==> src/rtl/csaw_pkg.sv <==
// csaw_pkg: shared types and fixed field widths for the centre-out spiral walker
// no dependencies; imported by csaw_step and center_spiral_address_walker
`default_nettype none

package csaw_pkg;

   // widths fixed by the item and register fields
   localparam int unsigned ROW_W   = 5;
   localparam int unsigned COL_W   = 5;
   localparam int unsigned ORDER_W = 11;
   localparam int unsigned GRID_W  = 6;

   // reset value of the grid size register
   localparam logic [GRID_W-1:0] GRID_RESET = 6'd5;

   // leg direction of the spiral; up means row decreasing
   typedef enum logic [1:0] {
      DIR_RIGHT = 2'd0,
      DIR_UP    = 2'd1,
      DIR_LEFT  = 2'd2,
      DIR_DOWN  = 2'd3
   } dir_type;

endpackage

`default_nettype wire

==> src/rtl/csaw_step.sv <==
// csaw_step: shared step unit, moves the walk one position along the spiral
// and checks the new position against the grid; depends on csaw_pkg
`default_nettype none

module csaw_step import csaw_pkg::*; #(
   parameter int unsigned MAX_SIZE = 32
) (
   input  wire logic signed [$clog2(MAX_SIZE)+1:0]   row,
   input  wire logic signed [$clog2(MAX_SIZE)+1:0]   col,
   input  wire dir_type                              dir,
   input  wire logic [$clog2(MAX_SIZE+2):0]          leg_len,
   input  wire logic [$clog2(MAX_SIZE+2):0]          leg_prog,
   input  wire logic [$clog2(MAX_SIZE+1)-1:0]        eff_size,
   output logic signed [$clog2(MAX_SIZE)+1:0]        next_row,
   output logic signed [$clog2(MAX_SIZE)+1:0]        next_col,
   output dir_type                                   next_dir,
   output logic [$clog2(MAX_SIZE+2):0]               next_len,
   output logic [$clog2(MAX_SIZE+2):0]               next_prog,
   output logic                                      next_in_grid
);

   localparam int unsigned CW = $clog2(MAX_SIZE) + 2;
   localparam int unsigned LW = $clog2(MAX_SIZE + 2) + 1;

   logic [LW-1:0] prog_inc;
   logic          leg_done;
   logic [CW-1:0] size_ext;

   // move one position in the current direction
   always_comb begin
      next_row = row;
      next_col = col;
      case (dir)
         DIR_RIGHT: next_col = col + CW'(1);
         DIR_UP:    next_row = row - CW'(1);
         DIR_LEFT:  next_col = col - CW'(1);
         DIR_DOWN:  next_row = row + CW'(1);
         default:   next_col = col;
      endcase
   end

   // leg bookkeeping: turn at the end of a leg, lengthen after up and down legs
   assign prog_inc = leg_prog + LW'(1);
   assign leg_done = (prog_inc >= leg_len);

   always_comb begin
      next_dir  = dir;
      next_len  = leg_len;
      next_prog = prog_inc;
      if (leg_done) begin
         next_prog = '0;
         case (dir)
            DIR_RIGHT: next_dir = DIR_UP;
            DIR_UP: begin
               next_dir = DIR_LEFT;
               next_len = leg_len + LW'(1);
            end
            DIR_LEFT:  next_dir = DIR_DOWN;
            DIR_DOWN: begin
               next_dir = DIR_RIGHT;
               next_len = leg_len + LW'(1);
            end
            default:   next_dir = DIR_RIGHT;
         endcase
      end
   end

   // grid check of the new position
   assign size_ext     = CW'(eff_size);
   assign next_in_grid = !next_row[CW-1] && !next_col[CW-1] &&
                         ($unsigned(next_row) < size_ext) &&
                         ($unsigned(next_col) < size_ext);

endmodule

`default_nettype wire

==> src/rtl/center_spiral_address_walker.sv <==
// center_spiral_address_walker: streams the centre-out spiral order of an N by N grid
// Result: registered when the cell is found and the output register is free, else held
// in S_HOLD; even sizes first step over the off-grid positions in S_WALK.
// Throughput: one item per cycle for odd sizes while the receiver does not stall; even sizes
// stall items while the single step unit walks the skipped positions, one a cycle.
// Reset: grid size 5, the next item gives the centre with number 1; uses csaw_pkg, csaw_step
`default_nettype none

module center_spiral_address_walker import csaw_pkg::*; #(
   parameter int unsigned MAX_SIZE = 32
) (
   input  wire logic               clock,
   input  wire logic               reset,
   // request channel
   input  wire logic               req_valid,
   output logic                    req_stall,
   input  wire logic               req_restart,
   // response channel
   output logic                    rsp_valid,
   input  wire logic               rsp_stall,
   output logic [ROW_W-1:0]        rsp_row,
   output logic [COL_W-1:0]        rsp_col,
   output logic [ORDER_W-1:0]      rsp_order_number,
   output logic                    rsp_last,
   // grid size register write
   input  wire logic               csr_valid,
   output logic                    csr_ready,
   input  wire logic [GRID_W-1:0]  csr_grid_size
);

   localparam int unsigned CW    = $clog2(MAX_SIZE) + 2;
   localparam int unsigned LW    = $clog2(MAX_SIZE + 2) + 1;
   localparam int unsigned SW    = $clog2(MAX_SIZE + 1);
   localparam int unsigned NW    = $clog2(MAX_SIZE * MAX_SIZE + 2);
   localparam int unsigned GCMPW = (GRID_W > SW) ? GRID_W : SW;

   typedef enum logic [1:0] {
      S_IDLE,
      S_WALK,
      S_HOLD
   } state_type;

   state_type               state_ff, state_in;
   logic [GRID_W-1:0]       size_ff, size_in;
   logic                    pend_ff, pend_in;
   logic                    started_ff, started_in;
   logic signed [CW-1:0]    row_ff, row_in;
   logic signed [CW-1:0]    col_ff, col_in;
   dir_type                 dir_ff, dir_in;
   logic [LW-1:0]           len_ff, len_in;
   logic [LW-1:0]           prog_ff, prog_in;
   logic [NW-1:0]           num_ff, num_in;
   logic                    rsp_valid_ff, rsp_valid_in;
   logic [ROW_W-1:0]        rsp_row_ff, rsp_row_in;
   logic [COL_W-1:0]        rsp_col_ff, rsp_col_in;
   logic [ORDER_W-1:0]      rsp_num_ff, rsp_num_in;
   logic                    rsp_last_ff, rsp_last_in;

   logic [SW-1:0]           eff_size;
   logic [SW-1:0]           center;
   logic [NW-1:0]           total;
   logic                    do_restart;
   logic                    use_restart;
   logic signed [CW-1:0]    src_row, src_col;
   dir_type                 src_dir;
   logic [LW-1:0]           src_len, src_prog;
   logic [NW-1:0]           src_num;
   logic                    src_started;
   logic signed [CW-1:0]    adv_row, adv_col;
   dir_type                 adv_dir;
   logic [LW-1:0]           adv_len, adv_prog;
   logic                    adv_in_grid;
   logic signed [CW-1:0]    cand_row, cand_col;
   dir_type                 cand_dir;
   logic [LW-1:0]           cand_len, cand_prog;
   logic                    found;
   logic                    out_free;
   logic [NW-1:0]           held_num;

   // effective grid size: zero reads as one, large values saturate
   always_comb begin
      if (size_ff == '0) begin
         eff_size = SW'(1);
      end else if (GCMPW'(size_ff) > GCMPW'(MAX_SIZE)) begin
         eff_size = SW'(MAX_SIZE);
      end else begin
         eff_size = SW'(size_ff);
      end
   end

   assign center = (eff_size - SW'(1)) >> 1;
   assign total  = NW'(eff_size) * NW'(eff_size);

   // handshakes
   assign req_stall = (state_ff != S_IDLE) || csr_valid;
   assign csr_ready = (state_ff == S_IDLE);
   assign out_free  = !rsp_valid_ff || !rsp_stall;

   // walk source: restart values or the stored walk
   assign do_restart  = pend_ff || req_restart || (num_ff > total);
   assign use_restart = (state_ff == S_IDLE) && do_restart;

   always_comb begin
      if (use_restart) begin
         src_row     = CW'(center);
         src_col     = CW'(center);
         src_dir     = DIR_RIGHT;
         src_len     = LW'(1);
         src_prog    = '0;
         src_num     = NW'(1);
         src_started = 1'b0;
      end else begin
         src_row     = row_ff;
         src_col     = col_ff;
         src_dir     = dir_ff;
         src_len     = len_ff;
         src_prog    = prog_ff;
         src_num     = num_ff;
         src_started = started_ff;
      end
   end

   csaw_step #(
      .MAX_SIZE (MAX_SIZE)
   ) u_step (
      .row          (src_row),
      .col          (src_col),
      .dir          (src_dir),
      .leg_len      (src_len),
      .leg_prog     (src_prog),
      .eff_size     (eff_size),
      .next_row     (adv_row),
      .next_col     (adv_col),
      .next_dir     (adv_dir),
      .next_len     (adv_len),
      .next_prog    (adv_prog),
      .next_in_grid (adv_in_grid)
   );

   // the centre is given without a step on the first item of a walk
   always_comb begin
      if (src_started) begin
         cand_row  = adv_row;
         cand_col  = adv_col;
         cand_dir  = adv_dir;
         cand_len  = adv_len;
         cand_prog = adv_prog;
      end else begin
         cand_row  = src_row;
         cand_col  = src_col;
         cand_dir  = src_dir;
         cand_len  = src_len;
         cand_prog = src_prog;
      end
   end

   assign found    = !src_started || adv_in_grid;
   assign held_num = num_ff - NW'(1);

   // sequencer and next values
   always_comb begin
      state_in     = state_ff;
      size_in      = size_ff;
      pend_in      = pend_ff;
      started_in   = started_ff;
      row_in       = row_ff;
      col_in       = col_ff;
      dir_in       = dir_ff;
      len_in       = len_ff;
      prog_in      = prog_ff;
      num_in       = num_ff;
      rsp_valid_in = rsp_valid_ff && rsp_stall;
      rsp_row_in   = rsp_row_ff;
      rsp_col_in   = rsp_col_ff;
      rsp_num_in   = rsp_num_ff;
      rsp_last_in  = rsp_last_ff;

      case (state_ff)
         S_IDLE, S_WALK: begin
            if (state_ff == S_IDLE && csr_valid) begin
               // new size: walk starts over on the next item
               size_in = csr_grid_size;
               pend_in = 1'b1;
            end else if (state_ff == S_WALK || req_valid) begin
               pend_in    = 1'b0;
               started_in = 1'b1;
               row_in     = cand_row;
               col_in     = cand_col;
               dir_in     = cand_dir;
               len_in     = cand_len;
               prog_in    = cand_prog;
               num_in     = src_num;
               if (found) begin
                  num_in = src_num + NW'(1);
                  if (out_free) begin
                     rsp_valid_in = 1'b1;
                     rsp_row_in   = ROW_W'(cand_row);
                     rsp_col_in   = COL_W'(cand_col);
                     rsp_num_in   = ORDER_W'(src_num);
                     rsp_last_in  = (src_num == total);
                     state_in     = S_IDLE;
                  end else begin
                     state_in = S_HOLD;
                  end
               end else begin
                  state_in = S_WALK;
               end
            end
         end
         S_HOLD: begin
            // cell found, waiting for the output register
            if (out_free) begin
               rsp_valid_in = 1'b1;
               rsp_row_in   = ROW_W'(row_ff);
               rsp_col_in   = COL_W'(col_ff);
               rsp_num_in   = ORDER_W'(held_num);
               rsp_last_in  = (held_num == total);
               state_in     = S_IDLE;
            end
         end
         default: state_in = S_IDLE;
      endcase
   end

   // state and registered outputs
   always_ff @(posedge clock) begin
      if (reset) begin
         state_ff     <= S_IDLE;
         size_ff      <= GRID_RESET;
         pend_ff      <= 1'b1;
         started_ff   <= 1'b0;
         rsp_valid_ff <= 1'b0;
      end else begin
         state_ff     <= state_in;
         size_ff      <= size_in;
         pend_ff      <= pend_in;
         started_ff   <= started_in;
         rsp_valid_ff <= rsp_valid_in;
      end
      row_ff      <= row_in;
      col_ff      <= col_in;
      dir_ff      <= dir_in;
      len_ff      <= len_in;
      prog_ff     <= prog_in;
      num_ff      <= num_in;
      rsp_row_ff  <= rsp_row_in;
      rsp_col_ff  <= rsp_col_in;
      rsp_num_ff  <= rsp_num_in;
      rsp_last_ff <= rsp_last_in;
   end

   assign rsp_valid        = rsp_valid_ff;
   assign rsp_row          = rsp_row_ff;
   assign rsp_col          = rsp_col_ff;
   assign rsp_order_number = rsp_num_ff;
   assign rsp_last         = rsp_last_ff;

   // checks
   a_hold_means_busy: assert property (@(posedge clock) disable iff (reset)
      state_ff == S_HOLD |-> rsp_valid_ff)
      else $error("pending cell without an occupied output register");

   a_walk_started: assert property (@(posedge clock) disable iff (reset)
      state_ff == S_WALK |-> started_ff && !pend_ff)
      else $error("stepping a walk that has not started");

   a_number_nonzero: assert property (@(posedge clock) disable iff (reset)
      rsp_valid_ff |-> rsp_num_ff != '0)
      else $error("cell given with order number zero");

   a_last_matches: assert property (@(posedge clock) disable iff (reset)
      rsp_valid_ff && rsp_last_ff |-> rsp_num_ff == ORDER_W'(total))
      else $error("last cell number does not match grid area");

endmodule

`default_nettype wire

==> config.mk <==
export PLATFORM = sky130hd
export DESIGN_NAME = center_spiral_address_walker
export DESIGN_NICKNAME = d
export VERILOG_FILES = /design/src/rtl/csaw_pkg.sv /design/src/rtl/csaw_step.sv /design/src/rtl/center_spiral_address_walker.sv
export SDC_FILE = /design/constraint.sdc
export NUM_CORES = 1
export LEC_CHECK = 0
export BUFFER_PORTS_ARGS = -buffer_cell sky130_fd_sc_hd__buf_2
export CAP_MARGIN = 20
export CORE_MARGIN = 2
export CORE_UTILIZATION = 53
export CTS_BUF_LIST = sky130_fd_sc_hd__clkbuf_4 sky130_fd_sc_hd__clkbuf_8
export DETAILED_ROUTE_END_ITERATION = 16
export PLACE_DENSITY = 0.71
export SLEW_MARGIN = 20
export SYNTH_ARGS = -nofsm -noshare
export SYNTH_HDL_FRONTEND = slang
export SYNTH_SLANG_ARGS = --single-unit
==> constraint.sdc <==
create_clock -name clock -period 16.8 [get_ports clock]
set_clock_uncertainty 0.2 [all_clocks]
set_input_delay 4.2 -clock clock [delete_from_list [all_inputs] [get_ports clock]]
set_output_delay 4.2 -clock clock [all_outputs]
set_load 0.1 [all_outputs]
# --- After elaboration in Yosys (flattened, before gate mapping) ---
# Cells that the tools add are included.
totals:
  output_inout_bits: 25
  ram_bits: 0
  inputBits: 12
  mem_count: 0
  rom_bits: 0
  latch_bits: 0
  word_cells: 132
  reg_bits: 74
op_classes:
  shifts: 0
  mul: 1
  order_cmp: 5
  reduce_logical: 30
  add_sub_neg: 9
  n_bitwise: 1
  mux: 59
  n_div: 0
  n_eq_ne: 12
op_table:
  columns: ["operator", "n"]
  rows:
  - ["$mux 11", 7]
  - ["$mux 7", 11]
  - ["$mux 5", 10]
  - ["$pmux 7 s2", 2]
  - ["$eq 11x11->1", 2]
  - ["$pmux 11 s2", 1]
  - ["$pmux 5 s2", 2]
  - ["$mux 2", 8]
  - ["$add 7x1->7 const B", 2]
  - ["$add 7x2->7 const B", 2]
  - ["$lt 7x6->1", 2]
  - ["$sub 7x2->7 const B", 2]
  - ["$mux 1", 12]
  - ["$mux 6", 2]
  - ["$add 11x1->11 const B", 1]
  - ["$gt 11x11->1", 1]
  - ["$mul 6x6->11", 1]
  - ["$sub 11x1->11 const B", 1]
  - ["$ne 2x2->1 const B", 5]
  - ["$pmux 2 s4", 1]
  - ["$ge 7x7->1", 1]
  - ["$eq 2x2->1 const B", 3]
  - ["$gt 6x6->1 const B", 1]
  - ["$logic_and 1x1->1", 6]
  - ["other kinds (14)", 31]

# --- Longest topological paths before layout ---
# Gate-level depths: netlist of run 1.
depth:
  depth_word: 19
  mapped_depth: 40
  depth_no_buf: 37

# --- Modules after synthesis ---
# Synthesis of run 1 repeated with hierarchy kept, for this count alone.
hier_totals:
  cells_unflattened: 727
  hier_area_um2: 6466.2
by_module_without_submodules:
  columns: ["mod", "area_each_um2", "cells_each", "n_inst", "seq_area_each_um2"]
  rows:
  - ["center_spiral_address_walker", 5064.9, 535, 1, 2112.0]
  - ["csaw_step", 1401.3, 192, 1, 0.0]

# --- Worst setup path after synthesis of run 1 ---
# No wires, ideal clock.
synth_timing:
  path_type: "input port to flip-flop"
  from: "input req_restart"
  to: "register rsp_col_ff[0], in the netlist rsp_col[0] (enable)"
  setup_ns: 0.407
  required_ns: 16.193
  path_buffers: 4
  arrival_time_ns: 10.127
  path_stages: 24
  slack_ns: 6.065
  cell_sequence: "nand4bb_1 or4_4 nand2_4 a21o_4 buf_6 buf_4 buf_2 buf_2 and2_1 ha_1 inv_1 fa_1 nand2b_1 a21o_1 nand2_1 o21ai_1 ha_1 a2111oi_0 nand2_1 a211o_1 a21oi_2 o211a_2 o21ai_1 a21boi_1"
synth_via:
  elab_chain_len: 13
  elab_cells_between_ends: 28
  cone_classes: "4 x add/sub; 2 x order compare; 4 x eq/ne; 6 x mux; 12 x reduce/logical"
synth_lines:
  columns: ["item", "line", "text"]
  rows:
  - ["from (decl)", "center_spiral_address_walker.sv:17", "input wire logic req_restart,"]
  - ["$logic_or 1x1->1 * (2 in series)", "center_spiral_address_walker.sv:100", "assign do_restart = pend_ff || req_restart || (num_ff > total);"]
  - ["$logic_and 1x1->1 *", "center_spiral_address_walker.sv:101", "assign use_restart = (state_ff == S_IDLE) && do_restart;"]
  - ["branches (longest 7 deep; another with $add 7x2->7)", null, null]
  - ["$logic_or 1x1->1 *", "center_spiral_address_walker.sv:157", "assign found = !src_started || adv_in_grid;"]
  - ["$ne 2x2->1 (no line) *", null, null]
  - ["$reduce_and 6->1 (no line) *", null, null]
  - ["to (signal assigned)", "center_spiral_address_walker.sv:247", "rsp_col_ff <= rsp_col_in;"]
  - ["to (decl)", "center_spiral_address_walker.sv:55", "logic [COL_W-1:0] rsp_col_ff, rsp_col_in;"]
# Mark *: on every way between the ends.
# A chain may end at the register's enable or synchronous reset.

# --- Worst setup path in the final report of run 1 ---
layout_timing:
  from: "register size_ff[5]"
  to: "register rsp_col_ff[0], in the netlist rsp_col[0] (enable)"
layout_via:
  elab_chain_len: 17
  elab_cells_between_ends: 34
  cone_classes: "5 x add/sub; 1 x mul; 4 x order compare; 4 x eq/ne; 8 x mux; 12 x reduce/logical"
layout_lines:
  columns: ["item", "line", "text"]
  rows:
  - ["from (decl)", "center_spiral_address_walker.sv:44", "logic [GRID_W-1:0] size_ff, size_in;"]
  - ["from (signal assigned)", "center_spiral_address_walker.sv:235", "size_ff <= size_in;"]
  - ["$gt 6x6->1", "center_spiral_address_walker.sv:84", "end else if (GCMPW'(size_ff) > GCMPW'(MAX_SIZE)) begin"]
  - ["$mux 6", "center_spiral_address_walker.sv:84", null]
  - ["$mux 6 *", "center_spiral_address_walker.sv:82", "if (size_ff == '0) begin"]
  - ["branches (longest 11 deep; another with $mul 6x6->11)", null, null]
  - ["$logic_or 1x1->1 *", "center_spiral_address_walker.sv:157", null]
  - ["$ne 2x2->1 (no line) *", null, null]
  - ["$reduce_and 6->1 (no line) *", null, null]
# Marks and branches as above.

==> summary.txt, run 1 <==
Run status
  • Run status: completed

Job
  • Max-cap check violation count: 0

Detailed routing
  • Post-route ant nets: 0
  • First-pass iteration count of the detailed router: 5
  • Total DRC errors in the routed layout: 0
  • Vias per cell: 6.177
  • Drt first-iter violations: 626
  • Average wire per cell in the routed design: 18.61 µm
  • DR vias: 5819
  • Aggregate routed wire length: 17530 µm

Synth
  • Biggest area contributors in the synthesized netlist: sky130_fd_sc_hd__edfxtp_1 28%, sky130_fd_sc_hd__ha_1 11%, sky130_fd_sc_hd__nand2_1 4.5%
  • Top-count cell post-synth: sky130_fd_sc_hd__nand2_1
  • Cell taking the most area after synthesis: sky130_fd_sc_hd__edfxtp_1
  • Dominant combinational cell family by area after synthesis: simple AND/OR/NAND/NOR gates
  • YS warnings: 0
  • Synth cell types: 84
  • Fraction of synthesis flops using an asynchronous set or reset pin: 0%
  • Synth top cells by count: 79 x sky130_fd_sc_hd__nand2_1, 63 x sky130_fd_sc_hd__edfxtp_1, 58 x sky130_fd_sc_hd__ha_1
  • Per-instance average area after synthesis: 8.991 µm²
  • Post-synthesis mux area share: 4.432%
  • Fraction of the yosys area taken by sequential cells: 31.70%
  • Share of the synthesized area in compound gates (AO/OA/AOI/OAI): 19.94%
  • Flip-flop and latch count after synthesis: 74
  • Arithmetic-cell share of the synthesized area counting full adders, half adders and majority gates: 13.90%
  • Number of flops mapped to enable cells by yosys: 63
  • Main synth FF type: sky130_fd_sc_hd__edfxtp_1
  • Area share of the largest cell type after synthesis: 28.39%
  • Synth Area in Simple Gates: 20.53%
  • Cell area after synthesis: 6663 µm²
  • Gate count of the mapped netlist: 741
  • Synth Area in XOR/XNOR: 4.469%

Finish
  • Post-Layout Inst Area: 7216 µm²
  • Area growth, synth to finish: 8.300%
  • Number of filler cells placed in the layout: 1097
  • Sequential cell area in the final layout: 2112 µm²
  • Number of nets in the layout: 849
  • Fraction of layout instances using a drive strength above 1: 12.27%
  • Multi-input logic area: 4245 µm²
  • Antenna Diode Count: 0

Timing
  • Max_slew headroom: 42.73%
  • Final setup violation count: 0
  • Fin. max-slew vios: 0
  • Measured slew at the worst slew-check pin: 0.8558 ns
  • Achievable Freq: 95.03 MHz
  • Setup repair after global routing missed its margin: no
  • Setup TNS after final layout: 0 ns
  • Min Clock Period, post-route: 10.52 ns
  • Final hold violation count: 0
  • Share of the clock period used by the worst path after layout: 62.63%
  • Post-Route Hold Slack: 0.3281 ns

Placement
  • GP Congestion: 0.9128
  • Area after DPL: 6992 µm²
  • Final HPWL DP: 12840 µm
  • Buffers added on ports: 36

Floorplanning
  • Vertical die dimension: 116.1 µm
  • Floorplan die area: 13480 µm²
  • Boundary pin count: 37
  • Floorplan core area: 12160 µm²
  • Width of the die: 116.1 µm
  • Effective utilization at floorplan: 54.78%
  • FP Rows: 40

Critical path
  • Worst Setup Start Kind: flop
  • Req. time, crit path: 16.64 ns
  • Buffer and inverter count on the worst path: 5
  • End of the worst register-to-register path: rsp_col[0]
  • Largest fanout on the critical path: 60
  • Critical Setup Path Class: flop to flop
  • Arrival time reported for the critical path endpoint: 10.36 ns
  • Critical path endpoint category: flop
  • Crit path max-delay family: compound AO/OA/AOI/OAI gates
  • Delay of the slowest cell on the worst path: 0.55 ns
  • Library cell contributing the largest single delay on the critical path: sky130_fd_sc_hd__fa_1
  • Register-to-Register Path Depth: 37
  • Most frequent CP cell: sky130_fd_sc_hd__ha_1
  • Reg-to-reg critical path startpoint: size_ff[5]
  • Worst reg-to-reg setup slack: 6.28 ns

Pwr
  • Max VDD drop: 0.00004527 V
  • Static leakage power: 2.883 nW
  • Power per standard cell area: 83.51 nW/µm²
  • Total design power: 602.6 µW

Clock network
  • Number of H-tree levels: 3
  • Clock tree buffer depth: 2
  • Clock transition time at the flip-flop clock pins of the worst setup and hold paths: 0.08 ns
  • Later-pin clock latency in the skew report: 0.37 ns
  • Number of cells upsized or downsized after cts: 0
  • Setup bufs post-CTS: 0
  • CTS buffer count: 9
  • Number of hold buffers added after cts: 0
  • CTS tree: done
  • CTS root buffer: sky130_fd_sc_hd__clkbuf_8
  • Clock tree sinks: 74

GRT
  • Overall global routing resource usage: 26.95%
  • Maximum number of pins on one net before global-route repair: 61
  • Initial antenna violation count: 0
  • GR Overflow Total: 0
  • Wire length of the first global-routing pass: 28150 µm
  • Vias in the first global route: 5636

Min path
  • Start point of the worst min-delay path: rsp_valid
  • Worst min path class: flop to flop
  • Worst hold path endpoint: state_ff[1]
  • Number of stages on the worst hold path: 2
[cells by family (layout without fill, tap and decap cells)]
kind of cell / Yosys count / in the layout
AOI/OAI and AO/OA: 183 / 183
other: 1 / 5
muxes: 28 / 28
adders and majority gates: 68 / 68
DFF: 74 / 74
and+or+nand+nor: 271 / 271
buffers and inverters: 82 / 111
xor gates and xnor gates: 34 / 34
[how the worst max path moves through the flow]
stage | depth (start not counted) | startpoint | end | slack [ns]
final | 37 | size_ff[5] | rsp_col[0] | 6.28
after global routing | 37 | size_ff[3] | rsp_col[0] | 5.45
after CTS | 37 | size_ff[5] | rsp_col[0] | 6.31
after detailed placement | 24 | req_restart | rsp_order_number[6] | 6.24
after global placement | 24 | req_restart | rsp_order_number[10] | 6.54
after floorplan | 24 | req_restart | rsp_col[0] | 6.07
[where the power goes]
part	switching, mW	internal, mW
clock	0.0710	0.0891
sequential	0.00996	0.211
combinational	0.145	0.0769
[flip-flops by register name (all words and copies together), names as in the netlist]
register          count
rsp_last              1
rsp_col               5
prog_ff               7
col_ff                7
rsp_valid             1
started_ff            1
row_ff                7
state_ff              2
num_ff               11
dir_ff                2
size_ff               6
pend_ff               1
len_ff                7
rsp_row               5
rsp_order_number     11
[per-stage QoR]
stage | utilization, % | setup slack [ns] | std cells
floorplan | - | 6.065 | 745
global placement | 57.49 | 6.541 | 926
detailed placement | 57.49 | 6.238 | 926
CTS | 59.33 | 6.312 | 942
global route | 59.33 | 5.449 | 942
finish | 59.33 | 6.277 | 942
[worst reg2reg max path: cells and delay by family (launching register included)]
family,cells,cell delay (ns)
adder cells (fa/ha/maj),8,2.90
AO/OA/AOI/OAI,13,3.12
AND/OR/NAND/NOR,10,2.47
buffers and inverters,5,0.87
multiplexers,1,0.22
flip-flops,1,0.41
[per-layer routing]
layer  global-route usage [%]  vias up  share of wire [%]
met5                        0        -                  0
met3                    3.788       38                6.2
met2                    42.30      232                 46
met1                    37.17     2769                 45
li1                         -     2780                  -
met4                    12.30        0                3.1
[cell type report]
class / instances / area share (%)
clock buffers: 11 / 2.011
clock inverters: 5 / 1.092
inverters: 53 / 2.757
multi-input cells: 589 / 58.83
flip-flops and latches: 74 / 29.27
well taps: 168 / 2.913
repair buffers: 42 / 3.121
[cells in the final DEF (no fill, tap or decap), types with 12 or more instances in the layout]
cell type                  netlist  final
sky130_fd_sc_hd__xor2_1         14     14
sky130_fd_sc_hd__nand3_1        30     30
sky130_fd_sc_hd__nor2_1         54     53
sky130_fd_sc_hd__a21o_1         13     13
sky130_fd_sc_hd__edfxtp_1       63     63
sky130_fd_sc_hd__and2_1         14     14
sky130_fd_sc_hd__a21oi_1        39     39
sky130_fd_sc_hd__nor3_1         17     17
sky130_fd_sc_hd__mux2i_1        16     16
sky130_fd_sc_hd__mux2_2         12     12
sky130_fd_sc_hd__ha_1           58     58
sky130_fd_sc_hd__xnor2_1        20     20
sky130_fd_sc_hd__nand2_1        79     79
sky130_fd_sc_hd__o21ai_1        14     14
sky130_fd_sc_hd__nand2b_1       16     16
sky130_fd_sc_hd__inv_1          51     51
sky130_fd_sc_hd__o21ai_0        27     27
sky130_fd_sc_hd__buf_2           7     36
(Power assumes the default switching activity.)
==> inputs of run 2 (changes only) <==
- PLACE_DENSITY: 0.71 -> 0.73
- clock period: 16.8 -> 8.6 ns (I/O delays scaled with it)
==> summary.txt, run 2 (same netlist as run 1, synthesis figures left out) <==
GRT
  • Met2 layer usage reported by global route: 48.07% (+5.8 points)
  • GR Overflow Total: 0 (unchanged)
  • Met3 Track Usage GR: 5.812% (+2.0 points)
  • Overall global routing resource usage: 29.27% (+2.3 points)
  • Most Used Layer, Global Route: met2
  • Vias in the first global route: 5950 (+5.6%)
  • Initial antenna violation count: 0 (unchanged)
  • Maximum number of pins on one net before global-route repair: 44 (-28%)
  • Wire length of the first global-routing pass: 29980 µm (+6.5%)
  • Met1 track demand over resource in global routing: 36.67% (-0.50 points)

Pwr
  • Switching portion of total power: 38.79% (+1.4 points)
  • Design internal power: 804.4 µW (+110%)
  • Power per standard cell area: 160.1 nW/µm² (+92%)
  • Sequential fraction of design power: 32.9% (-3.8 points)
  • Share of power burned in combinational logic: 44.2% (+7.4 points)
  • Max VDD drop: 0.00009325 V (+110%)
  • Static leakage power: 3.274 nW (+14%)
  • Net switching power of the design: 509.8 µW (+130%)
  • Fraction of power consumed by the clock network: 22.9% (-3.7 points)
  • Total design power: 1.314 mW (+120%)

Placement
  • Buffers added on ports: 36 (unchanged)
  • Final HPWL DP: 13730 µm (+6.9%)
  • Number of cells in the design after placement: 949 (+2.5%)
  • Worst slack at placement: -0.06598 ns (-6.304 ns)
  • GP Congestion: 0.9469 (+3.7%)

Critical path
  • Delay of the slowest cell on the worst path: 0.53 ns (-0.02 ns)
  • Arrival time reported for the critical path endpoint: 8.33 ns (-2.03 ns)
  • Worst Setup Start Kind: flop
  • Library cell contributing the largest single delay on the critical path: sky130_fd_sc_hd__fa_1
  • Critical path endpoint category: flop
  • Largest fanout on the critical path: 6 (-90%)
  • Register-to-Register Path Depth: 39 (+5.4%)
  • Worst reg-to-reg setup slack: 0.20 ns (-6.08 ns)
  • End of the worst register-to-register path: num_ff[1]
  • Most frequent CP cell: sky130_fd_sc_hd__ha_4
  • Reg-to-reg critical path startpoint: size_ff[3]
  • Req. time, crit path: 8.54 ns (-8.10 ns)
  • Critical Setup Path Class: flop to flop

Detailed routing
  • First-pass iteration count of the detailed router: 5 (unchanged)
  • Total DRC errors in the routed layout: 0 (unchanged)
  • Aggregate routed wire length: 19530 µm (+11%)
  • Drt first-iter violations: 453 (-28%)
  • Vias per cell: 6.145 (-0.52%)
  • Average wire per cell in the routed design: 19.39 µm (+4.2%)
  • Post-route ant nets: 0 (unchanged)
  • DR vias: 6188 (+6.3%)

Floorplanning
  • Effective utilization at floorplan: 54.78% (unchanged)
  • Width of the die: 116.1 µm (unchanged)
  • Floorplan die area: 13480 µm² (unchanged)
  • Floorplan core area: 12160 µm² (unchanged)
  • Boundary pin count: 37 (unchanged)
  • Vertical die dimension: 116.1 µm (unchanged)
  • FP Rows: 40 (unchanged)

Clock network
  • CTS root buffer: sky130_fd_sc_hd__clkbuf_8
  • Clock transition time at the flip-flop clock pins of the worst setup and hold paths: 0.09 ns (about the same)
  • CTS tree: done
  • Later-pin clock latency in the skew report: 0.39 ns (+0.02 ns)
  • CTS buffer count: 9 (unchanged)
  • Clock tree sinks: 74 (unchanged)
  • Clock tree buffer depth: 2 (unchanged)
  • Number of H-tree levels: 3 (unchanged)

Finish
  • Antenna Diode Count: 0 (unchanged)
  • Area growth, synth to finish: 23.21%
  • Number of filler cells placed in the layout: 961 (-12%)
  • Leading cell type in the layout, fill and taps excluded: sky130_fd_sc_hd__nand2_1
  • Number of nets in the layout: 914 (+7.7%)
  • Fraction of layout instances using a drive strength above 1: 26.34% (+14 points)
  • Final std cells w/o fill: 1007 (+6.9%)
  • Most frequent cells in the layout: 78 x sky130_fd_sc_hd__nand2_1, 63 x sky130_fd_sc_hd__edfxtp_1, 59 x sky130_fd_sc_hd__buf_4

Min path
  • Start point of the worst min-delay path: rsp_valid
  • Worst hold path endpoint: state_ff[1]
  • Number of stages on the worst hold path: 2 (unchanged)
  • Worst min path class: flop to flop

Timing
  • Achievable Freq: 119.1 MHz (+25%)
  • Setup TNS after final layout: 0 ns (unchanged)
  • Max_slew headroom: 39.70% (-3.0 points)
  • Post-Route Hold Slack: 0.3285 ns (+0.0003480 ns)
  • Share of the clock period used by the worst path after layout: 97.65% (+35 points)
  • Final hold violation count: 0 (unchanged)
  • Worst Slack Setup Final: 0.2021 ns (-6.075 ns)
  • Min Clock Period, post-route: 8.398 ns (-2.125 ns)
  • Measured slew at the worst slew-check pin: 0.9012 ns (+0.04541 ns)
  • Fin. max-slew vios: 0 (unchanged)
  • Final setup violation count: 0 (unchanged)

Job
  • Max-cap check violation count: 0 (unchanged)

Run status
  • Run status: completed
==> run 2: worst max-delay path by stage <==
stage          startpoint  depth (start not counted)  slack [ns]    endpoint
6_report       size_ff[3]                         39        0.20   num_ff[1]
5_1_grt        size_ff[4]                         39       -0.13  rsp_row[4]
4_1_cts        size_ff[3]                         36      0.0002  rsp_col[4]
3_5_place_dp   size_ff[5]                         38       -0.07  rsp_row[1]
3_3_place_gp   size_ff[5]                         36        0.17  rsp_row[4]
2_1_floorplan  size_ff[4]                         38       -0.29  rsp_col[0]
==> run 2: metrics by stage <==
stage	utilization (%)	cell area, µm²
5_1_grt	67.50	8209
3_3_place_gp	60.27	7330
6_report	67.50	8209
4_1_cts	63.95	7777
3_5_place_dp	60.27	7330
2_1_floorplan	-	6854
==> run 2: repair_timing <==
action | in CTS | in global routing
hold buffers | 0 | 0
gates resized for setup | 12 | 56
buffers inserted | 15 | 25
gates cloned | 2 | 0
pin swaps | 12 | 36
endpoints found under the setup margin | 24 | 36
==> run 2: worst max-delay path: cells and delay by family, from the launching register on <==
kind	cells	cell delay, ns
AOI/OAI and AO/OA	13	2.08
adders and majority gates	8	2.66
buffers and inverters	8	0.92
DFF	1	0.33
muxes	1	0.29
and+or+nand+nor	9	1.65
==> run 2: power by group through the flow <==
stage                     registers (mW)  clock network, mW  logic (mW)
after floorplan                    0.476                  0       0.318
after global placement             0.439                  0       0.467
after detailed placement           0.439                  0       0.481
after CTS                          0.430              0.305       0.508
after global routing               0.434              0.317       0.625
final                              0.432              0.301       0.581
==> run 2: final cells by class <==
class	instances	area (µm²)	share of cell area (%)
tap	168	210.2	2.561
sequential	74	2118	25.80
clock buffer	11	151.4	1.844
inverter	53	205.2	2.500
clock inverter	5	60.06	0.7316
multi-input combinational	589	4643	56.56
timing repair buffer	107	820.8	9.998
==> run 2: metal layers <==
metal	up-vias	wire, µm
met5	-	0
met4	0	850
met3	66	1257
met2	244	9396
met1	2973	8022
li1	2905	-
==> inputs of run 3 (changes only) <==
- CORE_MARGIN: 2 -> not set
==> summary.txt, run 3 (same netlist as run 1, synthesis figures left out) <==
Run status
  • Run status: completed

Critical path
  • Library cell contributing the largest single delay on the critical path: sky130_fd_sc_hd__or4_4
  • Largest fanout on the critical path: 11 (+5)
  • Worst reg-to-reg setup slack: 0.17 ns (-0.03 ns)
  • Register-to-Register Path Depth: 36 (-7.7%)
  • Delay of the slowest cell on the worst path: 0.56 ns (+0.03 ns)
  • Critical path endpoint category: flop
  • Critical Setup Path Class: flop to flop
  • Arrival time reported for the critical path endpoint: 8.31 ns (-0.02 ns)
  • Req. time, crit path: 8.48 ns (-0.06 ns)
  • Worst Setup Start Kind: flop
  • Reg-to-reg critical path startpoint: size_ff[4]
  • End of the worst register-to-register path: rsp_order_number[0]

Timing
  • Final setup violation count: 0 (unchanged)
  • Min Clock Period, post-route: 8.427 ns (+0.02928 ns)
  • Achievable Freq: 118.7 MHz (-0.35%)
  • Setup repair after global routing missed its margin: yes
  • Measured slew at the worst slew-check pin: 0.8581 ns (-0.04315 ns)
  • Fin. max-slew vios: 0 (unchanged)
  • Max_slew headroom: 42.58% (+2.9 points)
  • Setup TNS after final layout: 0 ns (unchanged)
  • Share of the clock period used by the worst path after layout: 97.99% (+0.34 points)
  • Final hold violation count: 0 (unchanged)

Pwr
  • Total design power: 1.292 mW (-1.7%)
  • Static leakage power: 3.200 nW (-2.3%)
  • Power per standard cell area: 160.8 nW/µm² (+0.43%)
  • Max VDD drop: 0.00008094 V (-13%)

Clock network
  • Clock tree buffer depth: 2 (unchanged)
  • CTS buffer count: 9 (unchanged)
  • CTS tree: done
  • Later-pin clock latency in the skew report: 0.37 ns (-0.02 ns)
  • Clock tree sinks: 74 (unchanged)
  • Clock transition time at the flip-flop clock pins of the worst setup and hold paths: 0.08 ns (about the same)
  • Number of H-tree levels: 3 (unchanged)
  • CTS root buffer: sky130_fd_sc_hd__clkbuf_8

Floorplanning
  • Vertical die dimension: 114.1 µm (-1.7%)
  • Effective utilization at floorplan: 55.01% (+0.23 points)
  • Floorplan core area: 12110 µm² (-0.41%)
  • FP Rows: 40 (unchanged)
  • Width of the die: 114.1 µm (-1.7%)
  • Boundary pin count: 37 (unchanged)
  • Floorplan die area: 13020 µm² (-3.4%)

Placement
  • GP Congestion: 0.9914 (+4.7%)
  • Final HPWL DP: 13040 µm (-5.0%)
  • Number of cells in the design after placement: 947 (-0.21%)
  • Area after DPL: 7315 µm² (-0.20%)
  • Buffers added on ports: 36 (unchanged)

GRT
  • Wire length of the first global-routing pass: 29330 µm (-2.2%)
  • Maximum number of pins on one net before global-route repair: 44 (unchanged)
  • Overall global routing resource usage: 28.82% (-0.45 points)
  • GR Overflow Total: 0 (unchanged)
  • Vias in the first global route: 5942 (-0.13%)
  • Initial antenna violation count: 0 (unchanged)

Min path
  • Worst hold path endpoint: pend_ff
  • Worst min path class: flop to flop
  • Start point of the worst min-delay path: pend_ff
  • Number of stages on the worst hold path: 2 (unchanged)

Detailed routing
  • Vias per cell: 6.199 (+0.88%)
  • Average wire per cell in the routed design: 19.11 µm (-1.5%)
  • Aggregate routed wire length: 19010 µm (-2.6%)
  • Drt first-iter violations: 495 (+9.3%)
  • DR vias: 6168 (-0.32%)
  • Post-route ant nets: 0 (unchanged)
  • First-pass iteration count of the detailed router: 5 (unchanged)
  • Total DRC errors in the routed layout: 0 (unchanged)

Finish
  • Leading cell type in the layout, fill and taps excluded: sky130_fd_sc_hd__nand2_1
  • Antenna Diode Count: 0 (unchanged)
  • Fraction of layout instances using a drive strength above 1: 24.30% (-2.0 points)
  • Final std cells w/o fill: 995 (-1.2%)
  • Number of filler cells placed in the layout: 959 (-0.21%)
  • Post-Layout Inst Area: 8033 µm² (-2.1%)
  • Area growth, synth to finish: 20.56%
  • Number of nets in the layout: 902 (-1.3%)
  • Most frequent cells in the layout: 78 x sky130_fd_sc_hd__nand2_1, 63 x sky130_fd_sc_hd__edfxtp_1, 53 x sky130_fd_sc_hd__buf_4
  • Multi-input logic area: 4606 µm² (-0.81%)
  • Sequential cell area in the final layout: 2117 µm² (about the same)
  • Utilization after layout: 66.32% (-1.2 points)

Job
  • Max-cap check violation count: 0 (unchanged)
==> run 3: worst max path at each step <==
| stage | slack [ns] | to | startpoint | cells past startpoint |
|---|---|---|---|---|
| 6_report | 0.17 | rsp_order_number[0] | size_ff[4] | 36 |
| 5_1_grt | -0.12 | rsp_col[4] | size_ff[4] | 38 |
| 4_1_cts | 0.02 | rsp_order_number[0] | size_ff[5] | 39 |
| 3_5_place_dp | -0.22 | rsp_row[4] | size_ff[5] | 38 |
| 3_3_place_gp | 0.18 | rsp_row[4] | size_ff[5] | 36 |
| 2_1_floorplan | -0.29 | rsp_col[0] | size_ff[4] | 38 |
==> run 3: routing by layer <==
layer / GRT usage, % / wire, µm / vias to the layer above / part of all wire [%]
li1: - / - / 2882 / -
met5: 0 / 0 / - / 0
met4: 14.98 / 898 / 0 / 4.7
met3: 3.759 / 1324 / 79 / 7.0
met2: 49.09 / 9270 / 304 / 49
met1: 35.76 / 7517 / 2903 / 40
==> run 3: metrics by stage <==
step           worst slack (ns)  hold WS [ns]
4_1_cts                 0.02121        0.3362
6_report                 0.1728        0.3368
3_5_place_dp            -0.2228        0.3226
5_1_grt                 -0.1196        0.3731
2_1_floorplan           -0.2891        0.2781
3_3_place_gp             0.1767        0.2950
==> run 3: worst max-delay path: cells and delay by family (launching register included) <==
kind	cells	cell delay, ns
buf+inv	5	0.51
flops	1	0.34
fa+ha+maj	8	2.68
simple gates	10	2.02
compound gates	13	2.37
==> run 3: area by class of cell <==
| cell class | count | area share [%] |
|---|---|---|
| clock buffer | 14 | 2.165 |
| tap | 168 | 2.617 |
| inverter | 53 | 2.555 |
| multi-input combinational | 589 | 57.34 |
| clock inverter | 2 | 0.4361 |
| sequential | 74 | 26.36 |
| timing repair buffer | 95 | 8.536 |
==> run 3: what timing repair did <==
| item | in CTS | in global routing |
|---|---|---|
| hold endpoints to repair | 0 | 0 |
| pin swaps | 5 | 26 |
| setup buffers | 5 | 27 |
| gates resized for setup | 8 | 44 |
| setup endpoints to repair | 26 | 35 |
| gates cloned | 1 | 1 |
| hold buffers | 0 | 0 |
==> run 3: power breakdown <==
group	total (mW)	switching, mW	internal (mW)	leakage [nW]
logic	0.569	0.335	0.234	2.40
clock network	0.292	0.132	0.159	0.111
registers	0.431	0.0189	0.412	0.691
total	1.29	0.486	0.806	3.20
